$ cat config.mk
export PLATFORM = sky130hd
export DESIGN_NAME = battery_voltage_block_averager
export DESIGN_NICKNAME = d
export VERILOG_FILES = /design/src/rtl/bvba_pkg.sv /design/src/rtl/battery_voltage_block_averager.sv /design/src/rtl/bvba_serdiv.sv
export SDC_FILE = /design/constraint.sdc
export NUM_CORES = 1
export LEC_CHECK = 0
export BUFFER_PORTS_ARGS = -buffer_cell sky130_fd_sc_hd__clkbuf_2
export CAP_MARGIN = 30
export CORE_MARGIN = 2
export CORE_UTILIZATION = 59
export CTS_CLUSTER_SIZE = 40
export DETAILED_ROUTE_END_ITERATION = 10
export PLACE_DENSITY_LB_ADDON = 0.1
export SLEW_MARGIN = 10
export SYNTH_ARGS = -nofsm -noshare
export SYNTH_HDL_FRONTEND = slang
export SYNTH_SLANG_ARGS = --single-unit
$ cat constraint.sdc
create_clock -name clk -period 9.65 [get_ports clk]
set_input_delay 1.4475 -clock clk [delete_from_list [all_inputs] [get_ports clk]]
set_output_delay 1.4475 -clock clk [all_outputs]
set_load 0.02 [all_outputs]
$ cat src/rtl/bvba_pkg.sv
package bvba_pkg;

  localparam int SAMPLE_BITS = 16;
  localparam int IN_BITS     = 16;
  localparam int COUNT_BITS  = 8;
  localparam int SUM_BITS    = SAMPLE_BITS + COUNT_BITS;
  localparam int MV_BITS     = 16;
  localparam int PCT_BITS    = 7;
  localparam int CFG_BITS    = 16;
  localparam int CFG_IDX_BITS = 3;

  localparam int PERCENT_SCALE = 100;
  localparam int PERCENT_MAX   = 100;

  // percent divider: numerator is diff * 100, trial divisor starts at span << (PCT_BITS-1)
  localparam int NUM_BITS  = MV_BITS + PCT_BITS;
  localparam int PSTEP_BITS = $clog2(PCT_BITS);
  localparam int DSTEP_BITS = $clog2(SUM_BITS);

  localparam logic [SUM_BITS-1:0] SAMPLE_MASK = SUM_BITS'((64'd1 << SAMPLE_BITS) - 64'd1);

  typedef logic [CFG_IDX_BITS-1:0] cfg_idx_t;
  localparam cfg_idx_t CFG_WINDOW_LENGTH = 3'd0;
  localparam cfg_idx_t CFG_LOW_LIMIT     = 3'd1;
  localparam cfg_idx_t CFG_HIGH_LIMIT    = 3'd2;
  localparam cfg_idx_t CFG_ZERO_POINT    = 3'd3;
  localparam cfg_idx_t CFG_SPAN          = 3'd4;

  typedef enum logic [1:0] {
    ST_NORMAL = 2'd0,
    ST_DEEP   = 2'd1,
    ST_OVER   = 2'd2
  } status_t;

  typedef enum logic [2:0] {
    S_IDLE,
    S_DIV,
    S_CLASS,
    S_PCT,
    S_LOAD
  } state_t;

endpackage

$ cat src/rtl/battery_voltage_block_averager.sv
// the sample that closes a window starts the serial divide (S_DIV), then S_CLASS, then the
// percent division (S_PCT) unless it needs none (not normal, at or below zero point,
// saturated), then S_LOAD, which sets out_valid; one sample per cycle inside a window;
// after the closing sample the input stalls until the result is loaded, longer while the
// previous result still waits at the output
// reset: synchronous active-low rst_n clears sum, count, state, out_valid and loads
// register defaults (10, 3000, 4200, 3000, 1200)
module battery_voltage_block_averager (
  input  logic                              clk,
  input  logic                              rst_n,
  input  logic                              in_valid,
  output logic                              in_stall,
  input  logic [bvba_pkg::IN_BITS-1:0]      in_sample_mv,
  output logic                              out_valid,
  input  logic                              out_stall,
  output logic [bvba_pkg::MV_BITS-1:0]      out_average_mv,
  output logic [1:0]                        out_level_status,
  output logic [bvba_pkg::PCT_BITS-1:0]     out_percent,
  input  logic                              cfg_we,
  input  bvba_pkg::cfg_idx_t                cfg_index,
  input  logic [bvba_pkg::CFG_BITS-1:0]     cfg_wdata
);
  import bvba_pkg::*;

  logic [COUNT_BITS-1:0] window_length_r;
  logic [MV_BITS-1:0]    low_limit_r;
  logic [MV_BITS-1:0]    high_limit_r;
  logic [MV_BITS-1:0]    zero_point_r;
  logic [MV_BITS-1:0]    span_r;

  state_t                state_r, state_nxt;
  logic [SUM_BITS-1:0]   sum_r;
  logic [COUNT_BITS-1:0] cnt_r;
  logic [SUM_BITS-1:0]   avg_r;
  status_t               status_r;
  logic [PCT_BITS-1:0]   pct_r;
  logic [NUM_BITS-1:0]   prem_r;
  logic [NUM_BITS-1:0]   pdvs_r;
  logic [PSTEP_BITS-1:0] pstep_r;

  logic                  out_valid_r;
  logic [MV_BITS-1:0]    out_avg_r;
  status_t               out_status_r;
  logic [PCT_BITS-1:0]   out_pct_r;

  logic                  in_xfer, out_xfer;
  logic [SUM_BITS-1:0]   sum_add;
  logic [COUNT_BITS-1:0] cnt_add;
  logic                  acc_fire;
  logic                  div_done;
  logic [SUM_BITS-1:0]   div_quo;

  status_t               class_status;
  logic [MV_BITS-1:0]    diff;
  logic [NUM_BITS-1:0]   num;
  logic [NUM_BITS-1:0]   sat_bound;
  logic                  above_zero;
  logic                  pct_ge;
  logic                  load_ok;

  assign in_stall  = (state_r != S_IDLE);
  assign in_xfer   = in_valid && !in_stall;
  assign out_xfer  = out_valid_r && !out_stall;
  assign load_ok   = !out_valid_r || !out_stall;

  always_comb begin
    sum_add  = sum_r + (SUM_BITS'(in_sample_mv) & SAMPLE_MASK);
    cnt_add  = cnt_r + 1'b1;
    acc_fire = in_xfer && (cnt_add != '0) && (cnt_add >= window_length_r);
  end

  bvba_serdiv u_div (
    .clk      (clk),
    .rst_n    (rst_n),
    .start    (acc_fire),
    .dividend (sum_add),
    .divisor  (cnt_add),
    .done     (div_done),
    .quotient (div_quo)
  );

  // classification; in the normal case avg never exceeds the high limit, so diff fits
  always_comb begin
    if (avg_r < SUM_BITS'(low_limit_r)) begin
      class_status = ST_DEEP;
    end else if (avg_r > SUM_BITS'(high_limit_r)) begin
      class_status = ST_OVER;
    end else begin
      class_status = ST_NORMAL;
    end
    above_zero = avg_r > SUM_BITS'(zero_point_r);
    diff       = MV_BITS'(avg_r - SUM_BITS'(zero_point_r));
    num        = NUM_BITS'({diff, 6'd0}) + NUM_BITS'({diff, 5'd0}) + NUM_BITS'({diff, 2'd0});
    // q > 100 exactly when num >= 101 * span
    sat_bound  = NUM_BITS'({span_r, 6'd0}) + NUM_BITS'({span_r, 5'd0})
               + NUM_BITS'({span_r, 2'd0}) + NUM_BITS'(span_r);
    pct_ge     = prem_r >= pdvs_r;
  end

  always_comb begin
    state_nxt = state_r;
    unique case (state_r)
      S_IDLE:  if (acc_fire) state_nxt = S_DIV;
      S_DIV:   if (div_done) state_nxt = S_CLASS;
      S_CLASS: begin
        if (class_status == ST_NORMAL && above_zero && num < sat_bound) begin
          state_nxt = S_PCT;
        end else begin
          state_nxt = S_LOAD;
        end
      end
      S_PCT:   if (pstep_r == '0) state_nxt = S_LOAD;
      S_LOAD:  if (load_ok) state_nxt = S_IDLE;
      default: state_nxt = S_IDLE;
    endcase
  end

  always_ff @(posedge clk) begin
    if (!rst_n) begin
      state_r <= S_IDLE;
    end else begin
      state_r <= state_nxt;
    end
  end

  always_ff @(posedge clk) begin
    if (!rst_n) begin
      window_length_r <= 8'd10;
      low_limit_r     <= 16'd3000;
      high_limit_r    <= 16'd4200;
      zero_point_r    <= 16'd3000;
      span_r          <= 16'd1200;
    end else if (cfg_we) begin
      unique case (cfg_index)
        CFG_WINDOW_LENGTH: window_length_r <= cfg_wdata[COUNT_BITS-1:0];
        CFG_LOW_LIMIT:     low_limit_r     <= cfg_wdata[MV_BITS-1:0];
        CFG_HIGH_LIMIT:    high_limit_r    <= cfg_wdata[MV_BITS-1:0];
        CFG_ZERO_POINT:    zero_point_r    <= cfg_wdata[MV_BITS-1:0];
        CFG_SPAN:          span_r          <= cfg_wdata[MV_BITS-1:0];
        default: ;
      endcase
    end
  end

  always_ff @(posedge clk) begin
    if (!rst_n) begin
      sum_r <= '0;
      cnt_r <= '0;
    end else if (acc_fire) begin
      sum_r <= '0;
      cnt_r <= '0;
    end else if (in_xfer) begin
      sum_r <= sum_add;
      cnt_r <= cnt_add;
    end
  end

  always_ff @(posedge clk) begin
    if (state_r == S_DIV && div_done) begin
      avg_r <= div_quo;
    end
    if (state_r == S_CLASS) begin
      status_r <= class_status;
      prem_r   <= num;
      pdvs_r   <= NUM_BITS'({span_r, 6'd0});
      pstep_r  <= PSTEP_BITS'(PCT_BITS - 1);
      if (class_status != ST_NORMAL || !above_zero) begin
        pct_r <= '0;
      end else if (num >= sat_bound) begin
        pct_r <= PCT_BITS'(PERCENT_MAX);
      end else begin
        pct_r <= '0;
      end
    end else if (state_r == S_PCT) begin
      // one percent bit per cycle, divisor walks right
      prem_r  <= pct_ge ? (prem_r - pdvs_r) : prem_r;
      pdvs_r  <= pdvs_r >> 1;
      pct_r   <= {pct_r[PCT_BITS-2:0], pct_ge};
      pstep_r <= pstep_r - 1'b1;
    end
  end

  always_ff @(posedge clk) begin
    if (!rst_n) begin
      out_valid_r <= 1'b0;
    end else if (state_r == S_LOAD && load_ok) begin
      out_valid_r <= 1'b1;
    end else if (out_xfer) begin
      out_valid_r <= 1'b0;
    end
  end

  always_ff @(posedge clk) begin
    if (state_r == S_LOAD && load_ok) begin
      out_avg_r    <= avg_r[MV_BITS-1:0];
      out_status_r <= status_r;
      out_pct_r    <= pct_r;
    end
  end

  assign out_valid        = out_valid_r;
  assign out_average_mv   = out_avg_r;
  assign out_level_status = out_status_r;
  assign out_percent      = out_pct_r;

  a_done_in_div: assert property (@(posedge clk) disable iff (!rst_n)
    div_done |-> state_r == S_DIV)
    else $error("divider finished outside the divide phase");

  a_window_cleared: assert property (@(posedge clk) disable iff (!rst_n)
    acc_fire |=> (sum_r == '0 && cnt_r == '0 && state_r == S_DIV))
    else $error("window not cleared after closing sample");

  a_pct_zero_abnormal: assert property (@(posedge clk) disable iff (!rst_n)
    (out_valid_r && out_status_r != ST_NORMAL) |-> out_pct_r == '0)
    else $error("nonzero percent with abnormal status");

  a_pct_range: assert property (@(posedge clk) disable iff (!rst_n)
    out_valid_r |-> out_pct_r <= PCT_BITS'(PERCENT_MAX))
    else $error("percent above saturation");

endmodule

$ cat src/rtl/bvba_serdiv.sv
module bvba_serdiv (
  input  logic                          clk,
  input  logic                          rst_n,
  input  logic                          start,
  input  logic [bvba_pkg::SUM_BITS-1:0]   dividend,
  input  logic [bvba_pkg::COUNT_BITS-1:0] divisor,
  output logic                          done,
  output logic [bvba_pkg::SUM_BITS-1:0]   quotient
);
  import bvba_pkg::*;

  logic                    busy_r;
  logic                    done_r;
  logic [DSTEP_BITS-1:0]   step_r;
  logic [COUNT_BITS:0]     rem_r;
  logic [SUM_BITS-1:0]     quo_r;
  logic [COUNT_BITS-1:0]   dvs_r;

  logic [COUNT_BITS:0]     shifted;
  logic                    ge;
  logic [COUNT_BITS:0]     rem_nxt;

  // one quotient bit per cycle, restoring
  always_comb begin
    shifted = {rem_r[COUNT_BITS-1:0], quo_r[SUM_BITS-1]};
    ge      = shifted >= {1'b0, dvs_r};
    rem_nxt = ge ? (shifted - {1'b0, dvs_r}) : shifted;
  end

  always_ff @(posedge clk) begin
    if (!rst_n) begin
      busy_r <= 1'b0;
      done_r <= 1'b0;
    end else begin
      done_r <= 1'b0;
      if (start) begin
        busy_r <= 1'b1;
      end else if (busy_r && step_r == '0) begin
        busy_r <= 1'b0;
        done_r <= 1'b1;
      end
    end
  end

  always_ff @(posedge clk) begin
    if (start) begin
      rem_r  <= '0;
      quo_r  <= dividend;
      dvs_r  <= divisor;
      step_r <= DSTEP_BITS'(SUM_BITS - 1);
    end else if (busy_r) begin
      rem_r  <= rem_nxt;
      quo_r  <= {quo_r[SUM_BITS-2:0], ge};
      step_r <= step_r - 1'b1;
    end
  end

  assign done     = done_r;
  assign quotient = quo_r;

endmodule
# After elaboration in Yosys (flattened, before gate mapping)
# Cells that the tools add are included.
# Widths: inputs -> output; s select.
[word_totals] inputBits=40 out_inout_bits=27 register_bits=261
[op_classes] add_sub_neg=12 muxes=25 magnitude_cmp=8 bitwise_logic=1 n_reduce_logical=36 n_eq_ne=12
[ops] operator="$mux 23" count=3
[ops] operator="$gt 24x16->1" count=2
[ops] operator="$mux 24" count=2
[ops] operator="$add 22x21->23" count=2
[ops] operator="$add 23x18->23" count=2
[ops] operator="$mux 22" count=2
[ops] operator="$mux 7" count=4
[ops] operator="$add 24x16->24" count=1
[ops] operator="$lt 24x16->1" count=1
[ops] operator="$add 23x16->23" count=1
[ops] operator="$ge 23x22->1" count=1
[ops] operator="$ge 23x23->1" count=1
[ops] operator="$lt 23x23->1" count=1
[ops] operator="$sub 23x22->23" count=1
[ops] operator="$sub 16x16->16" count=1
[ops] operator="$mux 3" count=5
[ops] operator="$pmux 3 s5" count=1
[ops] operator="$eq 3x2->1 const B" count=4
[ops] operator="$reduce_and 2->1" count=6
[ops] operator="$reduce_bool 2->1" count=6
[ops] operator="$ge 9x8->1" count=1
[ops] operator="$logic_and 1x1->1" count=9
[ops] operator="$logic_not 3->1" count=3
[ops] operator="$add 8x1->8 const B" count=1
[ops] operator="20 further kinds" count=33

# Logic depth before layout (Yosys ltp)
[depth] depth_word=8 ltp_mapped=28 mapped_depth_nobuf=28

# Modules after synthesis
# From an unflattened synthesis, not the netlist that was laid out.
[hier_totals] cells_unflattened=1790 hier_area_um2=17096.4
[by_module_without_submodules] mod="battery_voltage_block_averager" cells_per_inst=1599 seq_area_each_um2=5255.0 area_each_um2=14711.6 instances=1
[by_module_without_submodules] mod="bvba_serdiv" cells_per_inst=191 seq_area_each_um2=1261.2 area_each_um2=2384.8 instances=1

# Worst setup path before layout
# No wires, ideal clock.
[synth_path] kind="register to register" start="register avg_r[0]" end="register pct_r[2] (data pin)" path_buffers=0 setup_slack_ps=4025 arrival_time_ps=5371 setup_time_ps=254 t_required_ps=9396 path_stages_with_launch=26 cell_sequence="edfxtp_1 inv_1 ha_1 fa_1 nor2b_1 o21ai_0 nand2_1 xor2_1 fa_1 ha_1 fa_1 a211oi_1 o21ai_0 a311oi_1 o21ai_0 a21oi_1 o21ai_0 xor2_1 ha_1 nand3_1 nor4_1 a211o_1 a21oi_1 o211ai_1 o211a_1 a21o_1"
[synth_via] elab_chain_len=7 elab_cells_between_ends=15 classes_between="add/sub: 3; order compare: 4; mux: 5; reduce/logical: 3"
[synth_rtl] item="from (decl)" line="battery_voltage_block_averager.sv:34" text="logic [SUM_BITS-1:0] avg_r;"
[synth_rtl] item="from (signal assigned)" line="battery_voltage_block_averager.sv:160" text="avg_r <= div_quo;"
[synth_rtl] item="$sub 16x16->16 / $gt 24x16->1 (equally long branches)" line="battery_voltage_block_averager.sv:92, battery_voltage_block_averager.sv:86"
[synth_rtl] item="$add 22x21->23 / $mux 2 (equally long branches)" line="battery_voltage_block_averager.sv:93, battery_voltage_block_averager.sv:86"
[synth_rtl] item="$add 23x18->23 / $mux 2 (equally long branches)" line="battery_voltage_block_averager.sv:93, battery_voltage_block_averager.sv:84"
[synth_rtl] item="$ge 23x23->1 / $reduce_bool 2->1 (equally long branches)" line="battery_voltage_block_averager.sv:169, battery_voltage_block_averager.sv:167"
[synth_rtl] item="$mux 7 / $logic_or 1x1->1 (equally long branches)" line="battery_voltage_block_averager.sv:169, battery_voltage_block_averager.sv:167"
[synth_rtl] item="$mux 7 (*)" line="battery_voltage_block_averager.sv:167" text="if (class_status != ST_NORMAL || !above_zero) begin"
[synth_rtl] item="$mux 7 (*)" line="battery_voltage_block_averager.sv:162" text="if (state_r == S_CLASS) begin"
[synth_rtl] item="to (signal assigned)" line="battery_voltage_block_averager.sv:170" text="pct_r <= PCT_BITS'(PERCENT_MAX);"
[synth_rtl] item="to (signal assigned)" line="battery_voltage_block_averager.sv:178" text="pct_r <= {pct_r[PCT_BITS-2:0], pct_ge};"
[synth_rtl] item="to (decl)" line="battery_voltage_block_averager.sv:36" text="logic [PCT_BITS-1:0] pct_r;"
# Mark *: on every way between the ends. The rest lies on a longest branch, timed or not.
# A chain may end at the register's enable or synchronous reset.

# Worst setup path in the final report
[layout_path] start="register avg_r[0]" end="register pct_r[6] (data pin)"
# The elaborated chain is that of the path after synthesis.

==> impl_metrics.ini <==
[floorplanning]
die_h_um = 173.4
ios = 67
start_util_pct = 59.49
core_area_um2 = 28470
row_count = 62
fp.dieW_um = 173.4
die_area_um2 = 30080

[pwr]
power_mw = 3.073
power.density_nw_per_um2 = 164.7
leakagePower_nw = 7.672
vdd_drop_max_uv = 119.6

[timing]
rsz0062_at_grt = false
fin_tns_setup_ns = 0
finalHoldViolCount = 0
fin_worst_skew_ns = 0.02286
finalCriticalPeriod_ns = 6.402
hold-worst-slack_ns = 0.4310
setup_viol = 0
slew_viol_final = 0
worst_pin_slew_ns = 0.8758
slew_headroom_pct = 40.11
finalCritPeriodShare_pct = 66.34
max_clock_freq_ghz = 0.1562

[global_routing]
grt_pass1_vias = 12550
track_usage_pct = 26.24
grt_pass1_wl_um = 64030
grt_start_max_net_pins = 81
gr-total-overflow = 0
antenna_found_initial = 0

[route]
drcViolationCount = 0
wl_met1_um = 17720
drt-total-wl_um = 38940
num_vias = 12710
drt_iter0_drc = 730
top_layer = met4
ant_nets = 0
met3_wirelength_um = 1655
wl_met2_um = 18460
dr.pass1.iters = 5
vias_per_cell = 5.675
wl_per_cell_um = 17.39

[clock_tree]
holdBufCountCts = 0
cts_tree = yes
clk_path_buf_depth = 3
clockRootBuffer = clkbuf_16
clkTransAtPathRegs_ns = 0.06
clock-sinks = 261
numCtsBuffers = 30
post_cts_buffers = 0
htree_levels = 1
insertion_delay_ns = 0.57
cts.repair.resized = 0

[worst_setup_path]
crit_fanout = 4
endpoint_kind = register
ff2ff_setup_slack_ns = 3.25
worstPathArrival_ns = 6.72
r2r-end = pct_r[6]
critPathLaunch = avg_r[0]
critPathCapture = pct_r[6]
path_class = reg2reg
ff2ff_path_depth = 25
crit_required_ns = 9.97
timing.rr.start = avg_r[0]
startpoint_type = register

[synth]
avgSynthCellArea_um2 = 9.552
synthCells = 1773
synth-main-ff-cell = dfxtp_1
ys_seq_area_share_pct = 38.48
synth_nets = 2035
synth.distinct_cells = 74
synth_top_area_share_pct = 22.87
async_reset_ff_share_pct = 0
yosysWarningCount = 0
synth_top_area_cell = edfxtp_1
syn_area_um2 = 16940
synth_edf_count = 129
synth_top_cells_by_area = edfxtp_1 23%, dfxtp_1 16%, ha_1 14%
ys_ff_latch = 261

[finish]
final_common_cell = nand2_1
insertedDiodeCount = 0
final_layout_size_suffix_gt1_share_pct = 9.757
fillCellCount = 2391
area_growth_pct = 10.20
fin_cells = 2239
nNetsFinal = 2093
final_cell_mix = 231 x nand2_1, 189 x ha_1, 137 x inv_1, 132 x dfxtp_1, 129 x edfxtp_1

[place]
place_congestion = 0.9051
hpwl_um = 29300
portBuffers = 66
dp_cells = 2183

[flow_run]
drv_cap = 0

[run_status]
run_status = complete, no violations

[hold_path]
min_path_type = reg2reg
layout make-up:
cell class                 count  area (um2)  share of cell area, %
clock inverter                16       181.4                 0.9721
timing repair buffer          78       480.5                  2.574
multi-input combinational   1322        9652                  51.72
sequential                   261        6516                  34.92
tap                          384       480.5                  2.574
clock buffer                  40       829.5                  4.445
inverter                     138       523.0                  2.802
critical path, stage by stage (launching register included):
cell	delay, ns
edfxtp_1	0.38
inv_1	0.08
ha_1	0.22
fa_1	0.43
nor2b_1	0.13
o21ai_0	0.11
nand2_1	0.12
xor2_1	0.43
fa_1	0.52
ha_1	0.26
fa_1	0.43
a211oi_1	0.29
o21ai_0	0.20
a311oi_1	0.35
o21ai_0	0.18
a21oi_1	0.15
o21ai_0	0.10
xor2_1	0.22
ha_1	0.27
nand3_1	0.13
nor4_1	0.10
a211o_1	0.29
a21oi_1	0.13
o211ai_1	0.18
o211a_1	0.32
a21o_1	0.16
report_power, final:
| group | switching (mW) | internal (mW) |
|---|---|---|
| Sequential | 0.0346 | 1.20 |
| Combinational | 0.379 | 0.292 |
| Clock | 0.460 | 0.707 |
| Total | 0.873 | 2.20 |
kinds of logic (layout without fill, tap and decap cells):
| group | count (synthesis) | count (layout) | share of synthesized area (%) |
|---|---|---|---|
| buffers and inverters | 190 | 272 | 4.640 |
| AO/OA/AOI/OAI | 430 | 430 | 16.96 |
| AND/OR/NAND/NOR | 529 | 529 | 14.41 |
| XOR/XNOR | 107 | 107 | 5.533 |
| adder cells (fa/ha/maj) | 222 | 222 | 17.86 |
| multiplexers | 34 | 34 | 2.113 |
| flip-flops | 261 | 261 | 38.48 |
worst min-delay path by stage:
| stage | from | to | slack, ns | depth (start not counted) |
|---|---|---|---|---|
| after floorplan | status_r[0] | out_level_status[0] | 0.40 | 0 |
| after global routing | status_r[0] | out_level_status[0] | 0.45 | 0 |
| final | status_r[0] | out_level_status[0] | 0.43 | 0 |
| after detailed placement | status_r[0] | out_level_status[0] | 0.42 | 0 |
| after global placement | status_r[0] | out_level_status[0] | 0.41 | 0 |
| after CTS | status_r[0] | out_level_status[0] | 0.43 | 0 |
metal layers:
metal / global-route usage [%] / up-vias
met3: 3.662 / 73
li1: - / 6395
met1: 34.98 / 6012
met2: 44.52 / 226
met4: 8.016 / 0
met5: 0 / -
sequential cells by signal (all words and copies together), names as in the netlist, 16 cells and up:
| signal | flops |
|---|---|
| avg_r | 24 |
| sum_r | 24 |
| u_div.quotient | 24 |
| prem_r | 23 |
| pdvs_r | 22 |
| high_limit_r | 16 |
| low_limit_r | 16 |
| out_average_mv | 16 |
| span_r | 16 |
| zero_point_r | 16 |
per-stage QoR:
| stage | setup slack, ns | util, % | cell area [um2] |
|---|---|---|---|
| 2_1_floorplan | 4.025 | - | 16940 |
| 3_3_place_gp | 3.459 | 61.69 | 17560 |
| 3_5_place_dp | 3.268 | 62.00 | 17650 |
| 4_1_cts | 3.245 | 65.55 | 18660 |
| 5_1_grt | 2.707 | 65.55 | 18660 |
| 6_report | 3.248 | 65.55 | 18660 |
cells in the mapped netlist (4+ instances only):
library cell,count
nand2_1,231
ha_1,189
inv_1,137
dfxtp_1,132
edfxtp_1,129
nor2_1,108
a21oi_1,103
xnor2_1,71
o21ai_0,70
a21o_1,56
a21boi_0,51
clkbuf_1,41
nand3_1,37
xor2_1,36
fa_1,33
nor3_1,27
o211ai_1,26
o21a_1,22
mux2i_1,20
nor2b_1,20
a31oi_1,17
nand4_1,17
a211oi_1,13
mux2_2,13
nand2b_1,13
or3_1,13
o31ai_1,12
and3_1,11
or2_2,10
and2_1,9
buf_6,9
nor4_1,9
o21ai_1,7
o21ai_2,7
o21bai_1,7
and4_1,5
nor3b_1,4
o31a_1,4
Note: power is estimated with default switching activity, not from simulation.
